[src/sv/salc_ram.sv]
// ----------------------------------------------------------------------------
// salc_ram: generic single-port-write, single-port-read ram
// One write and one registered read per cycle; read data holds without re.
// ----------------------------------------------------------------------------
module salc_ram #(
    parameter int WIDTH  = 8,
    parameter int DEPTH  = 16,
    parameter int ADDR_W = $clog2(DEPTH)
) (
    input  logic              aclk,
    input  logic              we,
    input  logic [ADDR_W-1:0] waddr,
    input  logic [WIDTH-1:0]  wdata,
    input  logic              re,
    input  logic [ADDR_W-1:0] raddr,
    output logic [WIDTH-1:0]  rdata
);

    logic [WIDTH-1:0] mem [DEPTH];
    logic [WIDTH-1:0] rdata_reg;

    always_ff @(posedge aclk) begin
        if (we) begin
            mem[waddr] <= wdata;
        end
        if (re) begin
            rdata_reg <= mem[raddr];
        end
    end

    assign rdata = rdata_reg;

endmodule

[config.mk]
export PLATFORM = sky130hd
export DESIGN_NAME = salc_ram
export DESIGN_NICKNAME = d
export VERILOG_FILES = /design/src/sv/salc_ram.sv
export SDC_FILE = /design/constraint.sdc
export NUM_CORES = 1
export LEC_CHECK = 0
export ABC_CLOCK_PERIOD_IN_PS = 2400
export BUFFER_PORTS_ARGS = -buffer_cell sky130_fd_sc_hd__buf_2
export CAP_MARGIN = 20
export CORE_MARGIN = 2
export CORE_UTILIZATION = 30
export CTS_CLUSTER_DIAMETER = 40
export DETAILED_ROUTE_END_ITERATION = 7
export SLEW_MARGIN = 0
export SYNTH_ARGS = -nofsm -noshare
export SYNTH_HDL_FRONTEND = slang
export SYNTH_SLANG_ARGS = --single-unit
[constraint.sdc]
create_clock -name aclk -period 2.4 [get_ports aclk]
set_clock_uncertainty 0.1 [all_clocks]
set_input_delay 0.12 -clock aclk [delete_from_list [all_inputs] [get_ports aclk]]
set_output_delay 0.12 -clock aclk [all_outputs]
set_load 0.02 [all_outputs]
---- Yosys cells after proc, flatten, opt, wreduce, memory -nomap -nowiden ----
Memories as Yosys holds them, arrays and structs flattened. A register that Yosys moved wholly into a read port is not among the register bits.
Index checks and enable logic that the tools add are counted.
storage, ports and cells
  word-level logic and storage cells ...... 3
  memories ................................ 1
  memory bits (writable) .................. 128
  bits in registers ....................... 0
  output and inout port bits .............. 8
memories
  memory  words  width  read ports  clocked after Yosys merged registers in  wr ports  line  text
  mem     16     8      1           1                                        1         19    logic [WIDTH-1:0] mem [DEPTH];
cells by class
  multiplexer cells ....................... 2
operators with widths
  kind               count
  two-way mux 1 bit  2

---- Logic depth before layout (Yosys ltp) ----
  depth after elaboration ................. 2
  depth in mapped cells ................... 5
  gate-level depth less buffers ........... 3

---- Least setup slack after synthesis ----
No wires, ideal clock.
  path kind ............................... input to register
  from .................................... in waddr[2]
  to ...................................... mem mem[0][0] (enable)
  library setup time ...................... 0.383 ns
  data arrival time ....................... 1.230 ns
  path slack .............................. 0.687 ns
  stages on the path ...................... 2
  data required time ...................... 1.917 ns
  cell sequence ........................... or3b_2 nor3_1
RTL lines
  item         line  text
  from (decl)  12    input logic [ADDR_W-1:0] waddr,
  to (decl)    19
Straight into the memory's write port.

==> results.md <==
- Die Width: 136.0 um
- Ys Warns: 0
- Initial antenna violation count: 0
- Final Cell Area: 6305 sq um
- DR WL/cell: 19.87 um
- DRT met1 WL: 5019 um
- Max Buffers Root-to-Sink: 2
- RSZ-0062 raised after global routing: false
- NumNets Final: about 310
- Final Wtd Congestion: 0.7465
- I/O Buffers: 26
- Crit path time final: between 1.5 and 2 ns
- CP max FO: 17
- Io pins: 27
- Synth unique cells: 18
- Row count: 48
- Top post-synthesis cells by area: edfxtp_1 (78%), mux4_2 (7.8%), mux4_1 (7.0%)
- Vias in the first global route: 2627
- Critical Path RT: 2.46 ns
- Register area: 4084 sq um
- Initial DRC Count: 250
- DR vias/cell: 4.718
- Worst slew margin: 52.29%
- Yosys top cell by area: edfxtp_1
- Final worst slack: 0.6804 ns
- Hold WC Path Type: in2reg
- Total iterations of the first detailed-routing run: 4
- Period utilization: between 70% and 80%
- Final Setup Violations: 0
- Slew @ Worst Pin: 0.7130 ns
- Die H: 136.0 um
- Ant diodes: 0
- CTS H-tree depth: 4
- Layout fillers: 1602
- Synth Instances: 229
- Fin util: 36.71%
- Post_cts resized: 0
- CTS buffer count: 17
- Hold Violations, Final: 0
- WP buf/inv: 2
- Sum of negative setup slack: 0 ns
- Residual DRC: 0
- Die area: 18500 sq um
- Detailed-route via count: 2477
- WL final: 10430 um
- Crit start category: input pin
- Post-synth top area share: 78.12%
- CP cell instances: buf_2 -> buf_12 -> mux4_1 -> a22oi_1 -> nand2_1
- Worst-path clk slew: approximately 0.05 ns
- Post-CTS Setup Bufs: 0
- Sequential element share of the synthesized area: between 70% and 80%
- Placeable Area: 17180 sq um
- Post-DP HPWL: 6581 um
- Slew Limit Fails: 0
- Data arrival, critical path: 1.78 ns
- Avg Inst Size Synth: about 23 sq um
- Power density cells: 849.4 nW/um^2
- Met2 Wirelength: 4826 um
- Routed Antenna Nets: 0
- Max Fclk: 581.5 MHz
- Top routing layer in use: met4
- Status: finished, final reports clean
- WS Path Type: in2reg
- Largest register FFs: 128
- CTS tree: done
- Total track usage: 12.49%
- Synthesized area: around 5200 sq um
- Starting Density: 30.43%
- Tot Pwr: approximately 5.4 mW
- Register bit total from synthesis: 136
- Layout area overhead: 20.61%
- Delay-heaviest family, CP: buffers and inverters
- Syn nets: 248
- Post-DP Area: 5728 sq um
- CP max-delay cell: mux4_1
- First-pass GRT wire length: approximately 16000 um
- Clock Tree Root: clkbuf_16
- Max cap viols: 0
- Worst vdd ir: 0.4553 mV
- Fraction of layout cells with a size suffix above 1: 30.00%
- Worst path max stage delay: 0.57 ns
- Clock sink count: around 140
- Leakage: 2.099 nW
- Largest net degree at the start of global routing: 25
- GRT overflow: 0
- Critical Path End Type: flip-flop
- DP Worst Slack: ~0.16 ns
- Area of the multi-input gates: approximately 1100 sq um
- Routed wl met3: 456 um
- Clk_lat worst skew: 0.41 ns
==> cell families (layout without fill, tap and decap cells) <==
kind of cell / Yosys count / in the layout / synth area share (%)
mux: 32 / 32 / 14.79
buf+inv: 10 / 81 / 1.651
simple gates: 35 / 35 / 3.136
flops: 136 / 136 / 78.12
compound gates: 16 / 16 / 2.298
==> final timing paths <==
check,start,to,slack (ns),depth (start not counted)
worst min-delay path,wdata[6],mem[14][6]$_DFFE_PP_,0.02,1
worst min register to register,mem[15][6]$_DFFE_PP_,rdata[6]$_DFFE_PP_,0.66,3
worst max-delay path,raddr[0],rdata[2]$_DFFE_PP_,0.68,5
worst max register to register,mem[1][2]$_DFFE_PP_,rdata[2]$_DFFE_PP_,0.79,3
==> synth_stat cells <==
cell               n
buf_4              1
nand3_1            1
mux4_1            14
nand3b_1           2
buf_6              3
nand2_1            9
nor2b_1            1
mux4_2            18
nor3_1             4
nor2_1            13
edfxtp_1         136
a22oi_1           16
nand2b_1           2
buf_2              3
and2b_1            1
clkdlybuf4s25_2    3
and2_1             1
or3b_2             1
==> power breakdown <==
part	total [mW]	switching [mW]	internal, mW	leakage [nW]
clock	2.39	0.888	1.51	0.263
combinational	0.271	0.161	0.110	0.600
sequential	2.69	0.0126	2.68	1.24
==> routing by layer <==
| layer | vias to the layer above | GRT usage, % |
|---|---|---|
| met2 | 60 | 18.48 |
| met5 | - | 0 |
| met4 | 0 | 4.688 |
| met1 | 1311 | 17.09 |
| li1 | 1097 | - |
| met3 | 9 | 4.213 |
==> area by class of cell <==
cell class | instances | share of cell area (%)
clock buffer | 21 | 6.986
sequential | 136 | 64.77
multi-input combinational | 83 | 16.77
timing repair buffer | 49 | 5.319
clock inverter | 11 | 1.687
tap | 225 | 4.465
==> cells in the final DEF (no fill, tap or decap), types with 2 or more instances in the layout <==
master and instances:
edfxtp_1 136, buf_2 26, mux4_2 18, buf_4 18, clkbuf_16 17, a22oi_1 16
mux4_1 14, nor2_1 13, nand2_1 9, nor3_1 4, clkbuf_1 4, clkinv_2 4
clkinv_1 3, dlygate4sd3_1 3, nand3b_1 2, nand2b_1 2, clkinvlp_4 2, bufinv_16 2
buf_12 2
==> timing repair <==
action,CTS,global route
endpoints found under the hold margin,27,0
hold buffers,3,0
endpoints found under the setup margin,0,0
==> metrics by stage <==
stage / std cells / hold WS, ns
final: 525 / 0.01969
after global routing: 525 / 0.01581
after CTS: 525 / 0.007407
after detailed placement: 490 / 0.3834
after global placement: 490 / 0.3790
after floorplan: 229 / 0.1189
Power figures use the tool's default switching activity.
