===== src/sv/salc_pkg.sv =====
// ----------------------------------------------------------------------------
// salc_pkg: shared types and constants of the cache tag store
// Sizes of the tag memory, channel word layouts, register map and row format.
// ----------------------------------------------------------------------------
package salc_pkg;

    localparam int MAX_SETS  = 256;
    localparam int MAX_WAYS  = 8;
    localparam int ROW_W     = $clog2(MAX_SETS);
    localparam int AGE_W     = $clog2(MAX_WAYS);
    localparam int WAYS_W    = $clog2(MAX_WAYS + 1);
    localparam int ADDR_W    = 32;
    localparam int TAG_W     = 32;
    localparam int TIME_W    = 11;
    localparam int REG_CNT   = 5;
    localparam int PADDR_W   = $clog2(4 * REG_CNT);
    localparam int REG_IDX_W = PADDR_W - 2;
    localparam int SHIFT_W   = 5;

    localparam logic FUNC_DEMAND   = 1'b0;
    localparam logic FUNC_PREFETCH = 1'b1;

    typedef enum logic [REG_IDX_W-1:0] {
        REG_INDEX_BITS   = 3'd0,
        REG_OFFSET_BITS  = 3'd1,
        REG_WAYS_IN_USE  = 3'd2,
        REG_HIT_TIME     = 3'd3,
        REG_MISS_PENALTY = 3'd4
    } reg_idx_t;

    typedef struct packed {
        logic [3:0] index_bits;
        logic [2:0] offset_bits;
        logic [3:0] ways_in_use;
        logic [7:0] hit_time;
        logic [9:0] miss_penalty;
    } cfg_t;

    typedef struct packed {
        logic              func;
        logic [ADDR_W-1:0] address;
    } in_t;

    typedef struct packed {
        logic              hit;
        logic [TIME_W-1:0] access_time;
    } out_t;

    typedef struct packed {
        logic [MAX_WAYS-1:0][TAG_W-1:0] tag;
        logic [MAX_WAYS-1:0]            valid;
        logic [MAX_WAYS-1:0][AGE_W-1:0] age;
    } row_t;

    localparam int ROW_BITS = $bits(row_t);

    // contents of a row that was never written since reset
    function automatic row_t row_reset_value();
        row_t r;
        r = '0;
        for (int w = 0; w < MAX_WAYS; w++) begin
            r.age[w] = AGE_W'(w);
        end
        return r;
    endfunction

endpackage


===== src/sv/salc_row_update.sv =====
// ----------------------------------------------------------------------------
// salc_row_update: tag compare, victim choice and age update of one set
// Takes the row read from the tag memory and forms the row to write back.
// ----------------------------------------------------------------------------
module salc_row_update (
    input  salc_pkg::row_t                   row_in,
    input  logic [salc_pkg::TAG_W-1:0]       tag,
    input  logic                             prefetch,
    input  logic [3:0]                       ways_in_use,
    output salc_pkg::row_t                   row_out,
    output logic                             hit
);

    localparam int W = salc_pkg::MAX_WAYS;

    logic [salc_pkg::WAYS_W-1:0] nways;
    logic [W-1:0]                in_use;
    logic [W-1:0]                match;
    logic [W-1:0]                age_zero;
    logic [salc_pkg::AGE_W-1:0]  hit_way;
    logic [salc_pkg::AGE_W-1:0]  victim;
    logic [salc_pkg::AGE_W-1:0]  way;
    logic [salc_pkg::AGE_W-1:0]  old_age;
    logic [salc_pkg::AGE_W-1:0]  top_age;
    logic                        promote;

    always_comb begin
        // zero ways acts as one, too many acts as the full set
        if (ways_in_use == '0) begin
            nways = salc_pkg::WAYS_W'(1);
        end else if (32'(ways_in_use) > W) begin
            nways = salc_pkg::WAYS_W'(W);
        end else begin
            nways = salc_pkg::WAYS_W'(ways_in_use);
        end
    end

    always_comb begin
        for (int i = 0; i < W; i++) begin
            in_use[i]   = i < int'(nways);
            match[i]    = in_use[i] && row_in.valid[i] && (row_in.tag[i] == tag);
            age_zero[i] = in_use[i] && (row_in.age[i] == '0);
        end
    end

    // lowest-numbered way wins in both searches
    always_comb begin
        hit_way = '0;
        victim  = '0;
        for (int i = W - 1; i >= 0; i--) begin
            if (match[i]) begin
                hit_way = salc_pkg::AGE_W'(i);
            end
            if (age_zero[i]) begin
                victim = salc_pkg::AGE_W'(i);
            end
        end
    end

    assign hit     = |match;
    assign way     = hit ? hit_way : victim;
    assign old_age = row_in.age[way];
    assign top_age = salc_pkg::AGE_W'(nways - salc_pkg::WAYS_W'(1));
    assign promote = !hit || !prefetch;

    always_comb begin
        row_out = row_in;
        if (!hit) begin
            row_out.tag[way]   = tag;
            row_out.valid[way] = 1'b1;
        end
        if (promote) begin
            for (int i = 0; i < W; i++) begin
                if (in_use[i]) begin
                    if (salc_pkg::AGE_W'(i) == way) begin
                        row_out.age[i] = top_age;
                    end else if (row_in.age[i] > old_age) begin
                        row_out.age[i] = row_in.age[i] - salc_pkg::AGE_W'(1);
                    end
                end
            end
        end
    end

endmodule


===== config.mk =====
export PLATFORM = sky130hd
export DESIGN_NAME = salc_row_update
export DESIGN_NICKNAME = d
export VERILOG_FILES = /design/src/sv/salc_pkg.sv /design/src/sv/salc_row_update.sv
export SDC_FILE = /design/constraint.sdc
export NUM_CORES = 1
export LEC_CHECK = 0
export ABC_AREA = 1
export BUFFER_PORTS_ARGS = -buffer_cell sky130_fd_sc_hd__buf_2
export CELL_PAD_IN_SITES_DETAIL_PLACEMENT = 1
export CELL_PAD_IN_SITES_GLOBAL_PLACEMENT = 1
export CORE_AREA = 2 2 241 243
export DETAILED_ROUTE_END_ITERATION = 6
export DIE_AREA = 0 0 243 245
export PLACE_DENSITY_LB_ADDON = 0.1
export SYNTH_ARGS = -nofsm -noshare
export SYNTH_HDL_FRONTEND = slang
export SYNTH_SLANG_ARGS = --single-unit

===== constraint.sdc =====
create_clock -name vclk -period 15.4
set_clock_uncertainty 0.1 [all_clocks]
set_input_delay 3.08 -clock vclk [all_inputs]
set_output_delay 3.08 -clock vclk [all_outputs]
set_load 0.05 [all_outputs]

-- Word level (Yosys, flattened, before mapping)
Cells that the tools add are included.
- flip-flop bits (word level): 0
- input bits: 325
- logic and storage cells: 135
- mux-type cells: 52
- $lt $le $gt $ge: 19
- $add $sub $neg: 9
- equality and inequality tests: 15
- reductions and logical operators: 39
- bitwise operators: 1
- operators by type and width (operator ; count):
    $mux W264 ; 1
    $bwmux W256 ; 1
    $eq A32 B32 Y1 ; 8
    $mux W3 ; 42
    $demux W32 S3 ; 1
    $mux W32 ; 1
    $logic_not A3 Y1 ; 9
    $sub A3 B1 Y3 const B ; 9
    $logic_and A1 B1 Y1 ; 25
    $gt A3 B3 Y1 ; 8
    $mux W24 ; 1
    $lt A3 B4 Y1 const A ; 4
    $eq A3 B3 Y1 const A ; 4
    $bmux W3 S3 ; 1
    $lt A1 B4 Y1 const A ; 2
    $lt A2 B4 Y1 const A ; 2
    $mux W4 ; 2
    $or A8 B8 Y8 ; 1
    $reduce_or A8 Y1 ; 1
    $eq A2 B3 Y1 const A ; 2
    $gt A4 B4 Y1 const B ; 1
    $logic_not A4 Y1 ; 1
    $lt A3 B4 Y1 const B ; 1
    $demux W1 S3 ; 1
    other kinds (5) ; 6

-- Logic depth before layout (Yosys ltp)
- word-level depth: 22
- depth in mapped cells: 38

-- Least setup slack after synthesis
No wires, ideal clock.
- kind: input-to-output
- start: input port ways_in_use[1]
- end: output port row_out[6] (netlist bit)
- stages on the path: 31
- data arrival time: 7407 ps
- buffers on the path: 1
- slack: 4813 ps
- required time: 12220 ps
- path through: inv_1 -> nor2_1 -> inv_1 -> nand2_1 -> inv_1 -> a21oi_1 -> inv_1 -> ha_1 -> inv_1 -> o21ai_0 -> nand4_1 -> nor2_1 -> nand3_1 -> nor2b_1 -> nand2_2 -> nor2_4 -> buf_6 -> nand3_4 -> nand2_4 -> nor2_1 -> inv_1 -> o221ai_1 -> o21ai_0 -> ha_1 -> nand3_1 -> nand2_1 -> inv_2 -> nand2_4 -> nand3_1 -> nand3_1 -> a21oi_1
- RTL lines (element ; RTL line ; RTL):
    start: declaration ; salc_row_update.sv:9 ; input logic [3:0] ways_in_use,
    end: declaration ; salc_row_update.sv:10 ; output salc_pkg::row_t row_out,

==> results.cfg <==
[run_status]
status = complete, no violations

[die]
dieArea_mm2 = 0.0595
die_w_um = 243
fp.dieH_um = 245
ios = 614
rows = 88
coreArea_mm2 = 0.0570
initial_core_util = 0.162

[sta]
final-hold-violation-count = 0
worst-slew-pin-transition_ns = 1.11
finalSetupViolCount = 0
hold_slack_ns = 6.46
fin_setup_tns_ns = 0
period_minus_slack_ns = 12.22
rsz0062_at_grt = no
max_freq_mhz = 81.8
fin_crit_sh = 0.794
maxSlewViolCount = 0
timing.slew.headroom = 0.254

[power]
powerDensity_mw_per_mm2 = 68.3
p_leak_nw = 7.33
vdd_drop_max_uv = 32.6

[route]
wire_per_inst_um = 26.6
firstDrtPassIters = 5
viasPerCell = 4.67
antenna_left = 0
wirelength_mm = 85.6
vias = 15000
post-route-drc-count = 0
drt-initial-drc-count = 765

[grt]
grt_max_degree = 66
grt_util_met2 = 0.512
gr-usage-met1 = 0.339
grt-ovfl-total = 0
busiest_layer = met2
grt_pass1_vias = 15200
antenna_found_initial = 19
grt_usage = 0.274
grt_pass1_wl_mm = 117
met3_usage = 0.0333

[layout]
stdcell_count = 3215
n_clock_buffer = 0
fillers = 7801
seqCellArea_um2 = 0
final_layout_size_suffix_gt1_frac = 0.299
area_delta_synth_final_pct = 38.2
fin_nets = 2803
n_sequential_cell = 0

[worst_hold_path]
holdPathStages = 4
hp-class = input port to primary output

[clocking]
cts_resized = 0
post_cts_buffers = 0
cts_hold_buf = 0

[yosys]
ys_seq_area_frac = 0
ys_warn_count = 0
synth_area_per_cell_um2 = 4.79
synthDistinctLibCells = 40
syn_area_mm2 = 0.00925
synth.top_cell.area_share = 0.281
synth_top_area_cell = nand2_1
syn-num-nets = 2290
syn_inst = 1931
synth_top_cells_by_area = nand2_1 (28%), o21ai_0 (19%), inv_1 (7.6%)

[worst_setup_path]
cp-end-kind = primary output
crit_buf_inv = 7
startpoint_type = input port
worst-setup-path-type = input port to primary output
path_depth = 33
cpLargestDelayFamily = simple AND/OR/NAND/NOR gates
crit_slowest_cell = o21ai_1
critPathMaxStageDelay_ns = 0.82
path_max_fanout = 11
worstPathRequired_ns = 12.22
crit_arrival_ns = 9.04

[place]
dp.cells = 3207
io_buffers = 614
gp_congestion = 0.893
dp_hpwl_mm = 69.4

[flow_run]
maxCapViolCount = 0
==> through the flow <==
| stage | area, µm² | power, mW | utilization | setup slack (ns) |
|---|---|---|---|---|
| after detailed placement | 12800 | 0.874 | 0.224 | 3.11 |
| after global routing | 12800 | 0.930 | 0.224 | 2.53 |
| after CTS | 12800 | 0.877 | 0.224 | 3.07 |
| after global placement | 12800 | 0.868 | 0.224 | 3.36 |
| after floorplan | 9250 | 0.587 | - | 4.81 |
| final | 12800 | 0.873 | 0.224 | 3.18 |
==> Yosys cell counts, types with 10 or more instances <==
cell type and number:
nand2_2 24, a21oi_1 25, buf_4 22, xor2_1 33, clkbuf_1 57, xnor2_1 39
inv_1 188, o21ai_1 29, ha_1 34, o21ai_0 344, nor2_1 147, nor3_1 10
o22ai_1 17, nand4_1 27, nand2_1 692, buf_2 23, nand3_1 101, inv_2 34
==> area by class of cell <==
| class | count | area (µm²) | area share |
|---|---|---|---|
| antenna | 8 | 20.0 | 0.00157 |
| inverter | 223 | 837 | 0.0655 |
| multi-input combinational | 1597 | 7840 | 0.613 |
| tap | 765 | 957 | 0.0749 |
| timing repair buffer | 622 | 3130 | 0.245 |
==> cells by family after synthesis <==
logic type	after synthesis	share of synthesized area
buffers and inverters	334	0.156
XOR/XNOR	72	0.0682
AND/OR/NAND/NOR	1064	0.493
adder cells (fa/ha/maj)	34	0.0460
AO/OA/AOI/OAI	427	0.237
==> path summary, 6_finish.rpt <==
kind / start / end / slack, ns
worst min-delay path: row_in[27] / row_out[27] / 6.46
worst max-delay path: ways_in_use[3] / row_out[0] / 3.18
==> power breakdown <==
group | internal [mW] | leakage, nW | switching [mW] | total, mW
registers | 0 | 0 | 0 | 0
clock network | 0.00000000704 | 0.0000507 | 0 | 0.00000000709
logic | 0.198 | 7.33 | 0.675 | 0.873
total | 0.198 | 7.33 | 0.675 | 0.873
==> cell usage in the layout (no fill, tap or decap), drive strengths merged <==
cell type and count:
o221ai 2, o21bai 1, or2 21, nand2 724
o21ai 374, buf 622, ha 34, xor2 33
nand3 104, nand4 35, o211ai 4, nor2 159
nor3 13, nor2b 1, inv 222, a22oi 1
nand3b 5, and2 2, diode 8, a21oi 28
clkinv 1, xnor2 39, o22ai 17
==> per-layer routing <==
layer  up-vias  share of wire
met3        62          0.047
met4        18          0.016
met1      7272           0.43
li1       7180              -
met5         -         0.0015
met2       487           0.51
Note: power is estimated with default switching activity, not from simulation.
