File: src/sv/salc_pkg.sv
// ----------------------------------------------------------------------------
// salc_pkg: shared types and constants of the cache tag store
// Sizes of the tag memory, channel word layouts, register map and row format.
// ----------------------------------------------------------------------------
package salc_pkg;

    localparam int MAX_SETS  = 256;
    localparam int MAX_WAYS  = 8;
    localparam int ROW_W     = $clog2(MAX_SETS);
    localparam int AGE_W     = $clog2(MAX_WAYS);
    localparam int WAYS_W    = $clog2(MAX_WAYS + 1);
    localparam int ADDR_W    = 32;
    localparam int TAG_W     = 32;
    localparam int TIME_W    = 11;
    localparam int REG_CNT   = 5;
    localparam int PADDR_W   = $clog2(4 * REG_CNT);
    localparam int REG_IDX_W = PADDR_W - 2;
    localparam int SHIFT_W   = 5;

    localparam logic FUNC_DEMAND   = 1'b0;
    localparam logic FUNC_PREFETCH = 1'b1;

    typedef enum logic [REG_IDX_W-1:0] {
        REG_INDEX_BITS   = 3'd0,
        REG_OFFSET_BITS  = 3'd1,
        REG_WAYS_IN_USE  = 3'd2,
        REG_HIT_TIME     = 3'd3,
        REG_MISS_PENALTY = 3'd4
    } reg_idx_t;

    typedef struct packed {
        logic [3:0] index_bits;
        logic [2:0] offset_bits;
        logic [3:0] ways_in_use;
        logic [7:0] hit_time;
        logic [9:0] miss_penalty;
    } cfg_t;

    typedef struct packed {
        logic              func;
        logic [ADDR_W-1:0] address;
    } in_t;

    typedef struct packed {
        logic              hit;
        logic [TIME_W-1:0] access_time;
    } out_t;

    typedef struct packed {
        logic [MAX_WAYS-1:0][TAG_W-1:0] tag;
        logic [MAX_WAYS-1:0]            valid;
        logic [MAX_WAYS-1:0][AGE_W-1:0] age;
    } row_t;

    localparam int ROW_BITS = $bits(row_t);

    // contents of a row that was never written since reset
    function automatic row_t row_reset_value();
        row_t r;
        r = '0;
        for (int w = 0; w < MAX_WAYS; w++) begin
            r.age[w] = AGE_W'(w);
        end
        return r;
    endfunction

endpackage

File: src/sv/salc_cfg.sv
// ----------------------------------------------------------------------------
// salc_cfg: configuration registers behind an apb-style port
// Five registers at word addresses, written on the access cycle, read back.
// ----------------------------------------------------------------------------
module salc_cfg (
    input  logic                         aclk,
    input  logic                         aresetn,
    input  logic                         psel,
    input  logic                         penable,
    input  logic                         pwrite,
    input  logic [salc_pkg::PADDR_W-1:0] paddr,
    input  logic [31:0]                  pwdata,
    output logic [31:0]                  prdata,
    output logic                         pready,
    output salc_pkg::cfg_t               cfg
);

    salc_pkg::cfg_t     cfg_reg;
    salc_pkg::reg_idx_t reg_idx;
    logic               wr_en;

    assign reg_idx = salc_pkg::reg_idx_t'(paddr[salc_pkg::PADDR_W-1:2]);
    assign wr_en   = psel && penable && pwrite;
    assign pready  = 1'b1;
    assign cfg     = cfg_reg;

    always_ff @(posedge aclk) begin
        if (!aresetn) begin
            cfg_reg.index_bits   <= 4'd6;
            cfg_reg.offset_bits  <= 3'd5;
            cfg_reg.ways_in_use  <= 4'd4;
            cfg_reg.hit_time     <= 8'd1;
            cfg_reg.miss_penalty <= 10'd100;
        end else if (wr_en) begin
            unique case (reg_idx)
                salc_pkg::REG_INDEX_BITS:   cfg_reg.index_bits   <= pwdata[3:0];
                salc_pkg::REG_OFFSET_BITS:  cfg_reg.offset_bits  <= pwdata[2:0];
                salc_pkg::REG_WAYS_IN_USE:  cfg_reg.ways_in_use  <= pwdata[3:0];
                salc_pkg::REG_HIT_TIME:     cfg_reg.hit_time     <= pwdata[7:0];
                salc_pkg::REG_MISS_PENALTY: cfg_reg.miss_penalty <= pwdata[9:0];
                default: ;
            endcase
        end
    end

    always_comb begin
        prdata = '0;
        unique case (reg_idx)
            salc_pkg::REG_INDEX_BITS:   prdata = 32'(cfg_reg.index_bits);
            salc_pkg::REG_OFFSET_BITS:  prdata = 32'(cfg_reg.offset_bits);
            salc_pkg::REG_WAYS_IN_USE:  prdata = 32'(cfg_reg.ways_in_use);
            salc_pkg::REG_HIT_TIME:     prdata = 32'(cfg_reg.hit_time);
            salc_pkg::REG_MISS_PENALTY: prdata = 32'(cfg_reg.miss_penalty);
            default:                    prdata = '0;
        endcase
    end

endmodule

File: config.mk
export PLATFORM = sky130hd
export DESIGN_NAME = salc_cfg
export DESIGN_NICKNAME = d
export VERILOG_FILES = /design/src/sv/salc_pkg.sv /design/src/sv/salc_cfg.sv
export SDC_FILE = /design/constraint.sdc
export NUM_CORES = 1
export LEC_CHECK = 0
export BUFFER_PORTS_ARGS = -buffer_cell sky130_fd_sc_hd__buf_2
export CAP_MARGIN = 40
export CORE_ASPECT_RATIO = 1.4
export CORE_UTILIZATION = 38
export DETAILED_ROUTE_END_ITERATION = 7
export GPL_TIMING_DRIVEN = 1
export PLACE_DENSITY = 0.73
export SYNTH_ARGS = -nofsm -noshare
export SYNTH_HDL_FRONTEND = slang
export SYNTH_SLANG_ARGS = --single-unit
File: constraint.sdc
create_clock -name aclk -period 2.5 [get_ports aclk]
set_clock_uncertainty 0.1 [all_clocks]
set_input_delay 0.75 -clock aclk [delete_from_list [all_inputs] [get_ports aclk]]
set_output_delay 0.75 -clock aclk [all_outputs]
set_load 0.02 [all_outputs]
== After elaboration in Yosys (flattened, before gate mapping) ==
Cells that the tools add are included.

* Word-level logic and storage cells: 18
* Input port bits: 42
* Bits in registers: 29
* Output and inout bits: 62

* Reduce and logical (&&, ||, !) cells: 8
* Multiplexer cells: 1
* Eq/ne operators: 4

{| class="wikitable"
|+ Operators with widths
! operator !! count
|-
| one-hot mux 10 bit (5 select lines) || 1
|-
| AND reduction 2 bit || 5
|-
| == test 3 x 2 -> 1 bit (second input constant) || 2
|-
| == test 3 x 1 -> 1 bit (second input constant) || 1
|-
| == test 3 bit (second input constant) || 1
|-
| zero test 3 bit || 1
|-
| logical AND 1 bit || 2
|}

== Logic depth before layout (Yosys ltp) ==
Gate-level depths: netlist (run 1).

* Depth in word-level cells: 3
* Depth in mapped cells: 5
* Depth with buffers taken out: 3

== Worst setup path after synthesis (run 1) ==
OpenSTA, ideal clock, no wires.

* Path kind: in2out
* Start point: input paddr[3] (netlist name)
* End point: output prdata[3]
* Cell stages on the path: 5
* Slack: -0.103 ns
* Data required time: 1.650 ns
* Arrival: 1.753 ns
* Buffers on the path: 2
* Cell sequence: buf_4 buf_2 nand3_1 o21a_1 o21ai_0

* Longest elaborated chain between the ends: 2
* Elaborated cells on any way between the ends: 6
* Classes of those cells: eq/ne: 4; mux: 1; reduce/logical: 1

{| class="wikitable"
|+ RTL lines
! item !! RTL line !! text
|-
| from (decl) || salc_cfg.sv:11 || <nowiki>input logic [salc_pkg::PADDR_W-1:0] paddr,</nowiki>
|-
| == test 3 bit (tied with other cells) || salc_cfg.sv:48 || <nowiki>unique case (reg_idx)</nowiki>
|-
| one-hot mux 10 bit (5 select lines) (*) || salc_cfg.sv:48 ||
|-
| to (decl) || salc_cfg.sv:13 || <nowiki>output logic [31:0] prdata,</nowiki>
|}

Mark *: on every way between the ends. The rest lies on a longest branch, timed or not.

== Worst setup path after layout (run 1) ==
* Start point: input paddr[2] (netlist name)
* End point: output prdata[6]

Same word-level chain as after synthesis.

==> run metrics, run 1 <==
stage delay of the slowest cell on the critical path=0.19 ns; half-perimeter wire length after detailed placement=between 2000 and 3000 um; Async S/R FF share, synth=0%; last weighted congestion value of the routability-driven placer=0.735; failing checks=DRC; element type at the critical path start=primary input; Power per Cell Area=~480 mW/mm^2; critical path endpoint category=primary output; unrepaired setup endpoints after global routing=yes; die boundary width=between 50 and 60 um; initial standard-cell utilization of the core=between 40% and 50%; count of cell types in the netlist=26; IR drop worst, VDD=between 0.3 and 0.4 mV; clock insertion delay at the later pin of the skew report=0.27 ns; routed wire length=around 3500 um; share of the synthesized area in the top cell type=a little over a third; sequential area share after synthesis=36.3%; Yosys warning total=0; initial DRC count=35; Top cell by count, worst path=buf_6; Max Fclk=408 MHz; count of unresolved DRC violations after routing=18; H-Tree Level Count=2; class of the most critical setup path=in2out; library cell used as clock root buffer=clkbuf_8; net count reported at finish=about 280; gate count of the mapped netlist=between 150 and 200; share of cells above drive strength 1=between 30% and 40%; Arrival @ worst endpoint=1.60 ns; GR Util All Layers=16.7%; number of sinks handled by clock tree synthesis=29; Max-cap violations=0; TritonCTS buffer count=5; critical path data required time=roughly 1.7 ns; Slowest cell on crit path=nor3b_4; CTS tree=built; top cell type by total area after synthesis=dfxtp_1; Static Leakage=about 0.96 nW; remaining antenna violation count after routing=0; length of the first detailed-routing pass in iterations=6; number of flops mapped to enable cells by yosys=0; setup bufs post-CTS=0; clock slew at reported path FFs=about 0.06 ns; fin cells=roughly 290; floorplan die area=about 0.0045 mm^2; number of vias in the routed layout=approximately 1300; final setup violating endpoints=0; # diodes=0; Final Slew Violations=0; leading post-synthesis cells by instance count=mux2i_1, nand2_1, dfxtp_1, buf_4, nor2b_1; total core area=0.00399 mm^2; most instantiated library cell after synthesis=mux2i_1; post-cts hold buffer count=0; number of cells after detailed placement=around 280; vias per cell=roughly 4.7; total congestion overflow=0; Largest register FFs=29; CP Cell Sequence=buf_8 > buf_6 > nor3b_4 > buf_6 > a22o_1 > buf_4; run status=complete, but fails checks; via count of the first global-routing pass=between 1000 and 1500; I/O pin count=104; synthesized area=0.00160 mm^2; final cycle utilization of the critical path=98.0%; top fanout value on the critical path=7; number of antenna violations at the first check in global routing=0; Tot Pwr=~0.00098 W; clk buf depth=2; total of flip-flops plus latches after synthesis=29; standard-cell row count=27; syn_area_per_cell=approximately 9 um^2; class of the most critical hold timing path=reg2reg; maximum number of pins on one net before global-route repair=22; Area Overhead vs Synth=28.0%; minimum period implied by the final worst setup slack=approximately 2.4 ns; routed length per placed instance=between 10 and 15 um; top cells by area, synth=dfxtp_1, mux2i_1, buf_4; IO Port Bufs=56; first-pass GRT wire length=5530 um; final hold vios=0; dominant register cell in the synthesized netlist=dfxtp_1; vertical extent of the die=a little under 80 um
==> worst max-delay path, delay by kind of cell <==
kind / cells / cell delay, ns
buf+inv: 4 / 0.51
simple gates: 1 / 0.19
compound gates: 1 / 0.15
==> power breakdown <==
part	switching, W	internal [W]	leakage (nW)
Clock	0.000166	0.000197	0.0395
Sequential	0.00000257	0.000466	0.234
Combinational	0.0000917	0.0000530	0.686
Total	0.000261	0.000716	0.960
==> metal layers <==
| layer | part of all wire, % | track usage [%] |
|---|---|---|
| met1 | 43 | 19.7 |
| met2 | 50 | 28.1 |
| met3 | 5.6 | 3.42 |
| met4 | 0.79 | 9.51 |
| met5 | 0 | 0 |
==> logic make-up after synthesis <==
family	after synthesis	share of synthesized area, %
multiplexers	34	22.0
AO/OA/AOI/OAI	15	6.41
other	2	0.469
AND/OR/NAND/NOR	61	19.9
flip-flops	29	36.3
buffers and inverters	37	14.9
==> through the flow <==
step | utilization [%] | worst slack [ns] | hold slack (ns) | setup TNS, ns | cell area (um^2)
after global routing | 51.4 | -0.000851 | 0.387 | -0.000851 | 2050
after global placement | 47.8 | -0.0791 | 0.351 | -0.499 | 1910
after CTS | 50.4 | 0.00552 | 0.375 | 0 | 2010
final | 51.4 | 0.0500 | 0.369 | 0 | 2050
after detailed placement | 47.8 | -0.0711 | 0.366 | -0.443 | 1910
after floorplan | - | 0.0376 | 0.441 | 0 | 1680
==> final timing paths <==
kind / cells past startpoint / from / slack, ns / to
max: 6 / paddr[2] / 0.05 / prdata[6]
min: 2 / cfg[8]$_SDFFE_PN0P_ / 0.37 / cfg[8]$_SDFFE_PN0P_
max reg2reg: 2 / cfg[20]$_SDFFE_PN1P_ / 1.76 / cfg[20]$_SDFFE_PN1P_
min reg2reg: 2 / cfg[8]$_SDFFE_PN0P_ / 0.37 / cfg[8]$_SDFFE_PN0P_
==> placed cells by master (no fill, tap or decap), types with 2 or more instances in the layout <==
cell type,count
and2_1,2
buf_6,6
nor2_1,3
clkbuf_1,3
nand3_1,2
conb_1,23
or3_1,2
buf_4,14
buf_2,48
nor2b_1,12
nand2_1,31
a22o_1,4
inv_1,2
nand3b_1,2
dfxtp_1,29
clkbuf_8,5
o21ai_0,4
mux2i_1,33
o21a_1,3
==> cell type report <==
cell class	instances	area, um^2
flip-flops and latches	29	581
well taps	43	53.8
clock buffers	8	80.1
multi-input cells	133	878
repair buffers	70	448
fillers	392	1940
inverters	2	7.51
==> what timing repair did <==
| action | in CTS | in global routing |
|---|---|---|
| resized for setup | 9 | 10 |
| endpoints found under the hold margin | 0 | 0 |
| pin swaps | 2 | 2 |
| setup endpoints to repair | 10 | 9 |
No activity file was read; power rests on OpenSTA's default activity.
==> inputs of run 2 (changes only) <==
SETUP_SLACK_MARGIN = 0.4   (was default)
clock period = 3.1 ns   (was 2.5 ns; I/O delays follow)
==> run metrics, run 2 (same netlist as run 1, synthesis figures left out) <==
run status=complete, but fails checks; failing checks=DRC; total core area=~0.004 mm^2; minimum period implied by the final worst setup slack=approximately 2.8 ns; maximum number of pins on one net before global-route repair=26; flop-to-flop setup slack=roughly 2.3 ns; floorplan die area=0.00448 mm^2; Final Slew Violations=0; remaining antenna violation count after routing=0; initial standard-cell utilization of the core=40.1%; count of unresolved DRC violations after routing=21; first-pass GRT wire length=~6100 um; library cell used as clock root buffer=clkbuf_8; met2 usage in global routing=between 30% and 40%; Area Overhead vs Synth=34.7%; final cycle utilization of the critical path=about nine tenths; Largest register FFs=29; IO Port Bufs=56; leading cell type in the layout, fill and taps excluded=buf_2; initial DRC count=52; die boundary width=roughly 57 um; most utilized layer in the global route result=met2; number of vias in the routed layout=between 1000 and 1500; endpoint with the worst hold slack=cfg[8]$_SDFFE_PN0P_; Crit Reg-Reg Endpoint=cfg[25]$_SDFFE_PN0P_; vias per cell=between 4 and 5; vertical extent of the die=around 79 um; Arrival @ worst endpoint=~1.8 ns; Buf+Inv Stages, Crit Path=3; Worst Reg-to-Reg Cells=2; slew margin rel.=66.6%; dominant delay contributor by cell family on the critical path=multiplexers; clk buf depth=2; M1 GR Usage=a little over a fifth; final core area utilization=54.1%; GR Util All Layers=approximately 18%; Hold Path Stages=2; TritonCTS buffer count=5; Tot Pwr=between 0.0008 and 0.0009 W; number of sinks handled by clock tree synthesis=29; critical path data required time=2.07 ns; stage delay of the slowest cell on the critical path=about 0.49 ns; Max-cap violations=0; number of cells after detailed placement=~270; final total negative setup slack=0 ns; Filler Cell Count=between 300 and 400; final hold vios=0; post-place setup slack=approximately 0.13 ns; Hold Startpoint=cfg[8]$_SDFFE_PN0P_; class of the most critical hold timing path=reg2reg; critical path endpoint category=primary output; fin cells=286; total congestion overflow=0; length of the first detailed-routing pass in iterations=7; clock insertion delay at the later pin of the skew report=0.28 ns; Max Fclk=358 MHz; routed length per placed instance=around 13 um; class of the most critical setup path=in2out; unrepaired setup endpoints after global routing=yes; standard-cell row count=27; routed wire length=~3700 um; clock slew at reported path FFs=around 0.060 ns; net count reported at finish=~280; Slowest cell on crit path=mux4_2; number of antenna violations at the first check in global routing=0; slew at the pin with the worst max-slew slack=0.500 ns; most frequent cells in the layout=buf_2, mux2i_1, nand2_1; CP Cell Sequence=buf_12 > mux4_2 > inv_2 > o21ai_4 > buf_6; # diodes=0; startpoint of the worst register-to-register path=cfg[25]$_SDFFE_PN0P_; share of cells above drive strength 1=about 37%; H-Tree Level Count=2; CTS tree=built; final setup violating endpoints=0; element type at the critical path start=primary input; Power per Cell Area=approximately 370 mW/mm^2; I/O pin count=roughly 100; via count of the first global-routing pass=approximately 1300; half-perimeter wire length after detailed placement=around 2600 um; Static Leakage=1.00 nW; slack of the critical path=between 0.3 and 0.4 ns; IR drop worst, VDD=~0.27 mV; top fanout value on the critical path=5; post-cts hold buffer count=0; met3 GRT Util=4.40%; last weighted congestion value of the routability-driven placer=0.766
-- run 2: cell types whose count changed in the layout (fill, tap and decap cells not counted), moves of 3 or more --
| cell | change |
|---|---|
| o21ai_1 | +3 |
| buf_6 | +6 |
| buf_4 | -3 |
| o21ai_0 | -4 |
| buf_2 | -5 |
-- run 2: routing by layer --
metal,vias to the layer above,part of all wire [%]
li1,677,-
met1,621,43
met2,56,49
met3,5,5.7
met4,0,1.4
met5,-,0
-- run 2: report_power, final --
group | leakage, nW | internal, W | total (W) | switching (W)
clock network | 0.0450 | 0.000155 | 0.000292 | 0.000137
logic | 0.725 | 0.0000564 | 0.000133 | 0.0000767
registers | 0.234 | 0.000376 | 0.000378 | 0.00000218
-- run 2: how the worst max path moves through the flow --
| stage | startpoint | endpoint | slack (ns) | depth (start not counted) |
|---|---|---|---|---|
| 6_report | paddr[2] | prdata[1] | 0.30 | 5 |
| 3_3_place_gp | paddr[3] | prdata[0] | 0.13 | 5 |
| 3_5_place_dp | paddr[3] | prdata[0] | 0.13 | 5 |
| 2_1_floorplan | paddr[2] | prdata[1] | 0.39 | 4 |
| 4_1_cts | paddr[2] | prdata[1] | 0.30 | 5 |
| 5_1_grt | paddr[2] | prdata[1] | 0.28 | 5 |
-- run 2: through the flow --
stage	area [um^2]	hold slack, ns
floorplan	1720	0.441
global placement	1870	0.352
detailed placement	1870	0.362
CTS	2130	0.377
global route	2160	0.394
finish	2160	0.373
-- run 2: worst min-delay path: stages (launching register included) --
cell and delay [ns]:
dfxtp_1 0.32, nand2_1 0.06, mux2i_1 0.05
-- run 2: cell type report --
class | instances | area (um^2) | area share [%]
Sequential cell | 29 | 581 | 26.9
Tap cell | 43 | 53.8 | 2.50
Inverter | 2 | 7.51 | 0.348
Clock inverter | 2 | 10.0 | 0.464
Multi-Input combinational cell | 133 | 891 | 41.3
Timing Repair Buffer | 71 | 541 | 25.1
Clock buffer | 6 | 72.6 | 3.37
-- run 2: timing repair --
action                     CTS  global route
pin swaps                    8             3
buffers inserted             5             1
resized for setup           32             6
setup endpoints to repair   10            10
gates cloned                 1             0
==> inputs of run 3 (changes only) <==
SETUP_SLACK_MARGIN = default   (was 0.4)
SKIP_CTS_REPAIR_TIMING = 1   (was default)
==> run metrics, run 3 (same netlist as run 1, synthesis figures left out) <==
remaining antenna violation count after routing=0; TritonCTS buffer count=5; total area of multi-input combinational cells=approximately 870 um^2; CTS tree=built; CP Cell Sequence=buf_2 > mux4_2 > inv_1 > o21ai_0 > buf_2; Static Leakage=a little over 0.9 nW; class of the most critical hold timing path=reg2reg; minimum period implied by the final worst setup slack=just under 3 ns; # diodes=0; stage delay of the slowest cell on the critical path=approximately 0.5 ns; slew at the pin with the worst max-slew slack=approximately 0.59 ns; top fanout value on the critical path=6; Filler Cell Count=416; Power per Cell Area=about 420 mW/mm^2; number of antenna violations at the first check in global routing=0; unrepaired setup endpoints after global routing=no; Final Slew Violations=0; final setup violating endpoints=0; total non-filler cell area in the finished layout=slightly below 0.002 mm^2; initial DRC count=39; slack of the critical path=0.178 ns; vias per cell=4.79; class of the most critical setup path=in2out; half-perimeter wire length after detailed placement=between 2000 and 3000 um; Max-cap violations=0; final core area utilization=48.9%; final total negative setup slack=0 ns; number of sinks handled by clock tree synthesis=29; post-place setup slack=0.176 ns; die boundary width=around 57 um; library cell used as clock root buffer=clkbuf_8; I/O pin count=roughly 100; last weighted congestion value of the routability-driven placer=between 0.7 and 0.8; floorplan die area=roughly 0.0045 mm^2; IO Port Bufs=56; clock insertion delay at the later pin of the skew report=0.28 ns; Top cell by count, worst path=buf_2; net count reported at finish=approximately 280; clock slew at reported path FFs=roughly 0.060 ns; maximum number of pins on one net before global-route repair=38; final cycle utilization of the critical path=about 94%; Largest register FFs=29; GR Util All Layers=~17%; routed length per placed instance=13.1 um; first-pass GRT wire length=around 5500 um; critical path endpoint category=primary output; Max Fclk=roughly 340 MHz; initial standard-cell utilization of the core=about two fifths; routed wire length=3660 um; length of the first detailed-routing pass in iterations=6; H-Tree Level Count=2; most frequent cells in the layout=buf_2, mux2i_1, nand2_1; IR drop worst, VDD=0.226 mV; vertical extent of the die=about 80 um; clk buf depth=2; share of cells above drive strength 1=~33%; Arrival @ worst endpoint=approximately 1.9 ns; failing checks=DRC; final hold vios=0; Buf+Inv Stages, Crit Path=3; element type at the critical path start=primary input; slew margin rel.=around three fifths; run status=complete, but fails checks; total congestion overflow=0; number of vias in the routed layout=between 1000 and 1500; count of unresolved DRC violations after routing=20; FF/Latch Area=~580 um^2; via count of the first global-routing pass=approximately 1200; leading cell type in the layout, fill and taps excluded=buf_2; total core area=between 0.003 and 0.004 mm^2; standard-cell row count=27; critical path data required time=~2.1 ns; Placed Area=roughly 0.0018 mm^2; Slowest cell on crit path=mux4_2; dominant delay contributor by cell family on the critical path=multiplexers; Area Overhead vs Synth=21.8%
==> run 3: cell type report <==
| type | instances | share of cell area [%] |
|---|---|---|
| Inverter | 2 | 0.385 |
| Clock inverter | 1 | 0.257 |
| Multi-Input combinational cell | 133 | 44.4 |
| Clock buffer | 7 | 4.94 |
| Sequential cell | 29 | 29.8 |
| Timing Repair Buffer | 64 | 17.5 |
| Tap cell | 43 | 2.76 |
==> run 3: routing by layer <==
| metal | global-route usage, % | up-vias | share of wire (%) |
|---|---|---|---|
| met3 | 4.40 | 7 | 6.8 |
| met1 | 17.9 | 612 | 40 |
| li1 | - | 660 | - |
| met2 | 29.6 | 58 | 52 |
| met4 | 8.05 | 0 | 1.8 |
| met5 | 0 | - | 0 |
==> run 3: report_power, final <==
group	switching (W)	total [W]	internal (W)
sequential	0.00000211	0.000378	0.000376
combinational	0.0000718	0.000105	0.0000336
clock	0.000143	0.000343	0.000200
total	0.000217	0.000826	0.000609
==> run 3: through the flow <==
stage	cells	power (W)	hold slack (ns)
2_1_floorplan	199	0.000482	0.441
3_3_place_gp	271	0.000490	0.352
3_5_place_dp	271	0.000491	0.366
4_1_cts	279	0.000835	0.375
5_1_grt	279	0.000860	0.400
6_report	279	0.000826	0.369
==> run 3: path summary, 6_finish.rpt <==
path | startpoint | to | slack [ns] | cells after the start
worst max-delay path | paddr[2] | prdata[1] | 0.18 | 5
worst min-delay path | cfg[8]$_SDFFE_PN0P_ | cfg[8]$_SDFFE_PN0P_ | 0.37 | 2
worst max register to register | cfg[26]$_SDFFE_PN1P_ | cfg[26]$_SDFFE_PN1P_ | 2.35 | 2
worst min register to register | cfg[8]$_SDFFE_PN0P_ | cfg[8]$_SDFFE_PN0P_ | 0.37 | 2
==> run 3: tightest hold or removal path: cells and delay by family (launching register included) <==
| family | cells | cell delay [ns] |
|---|---|---|
| muxes | 1 | 0.05 |
| DFF | 1 | 0.31 |
| and+or+nand+nor | 1 | 0.05 |
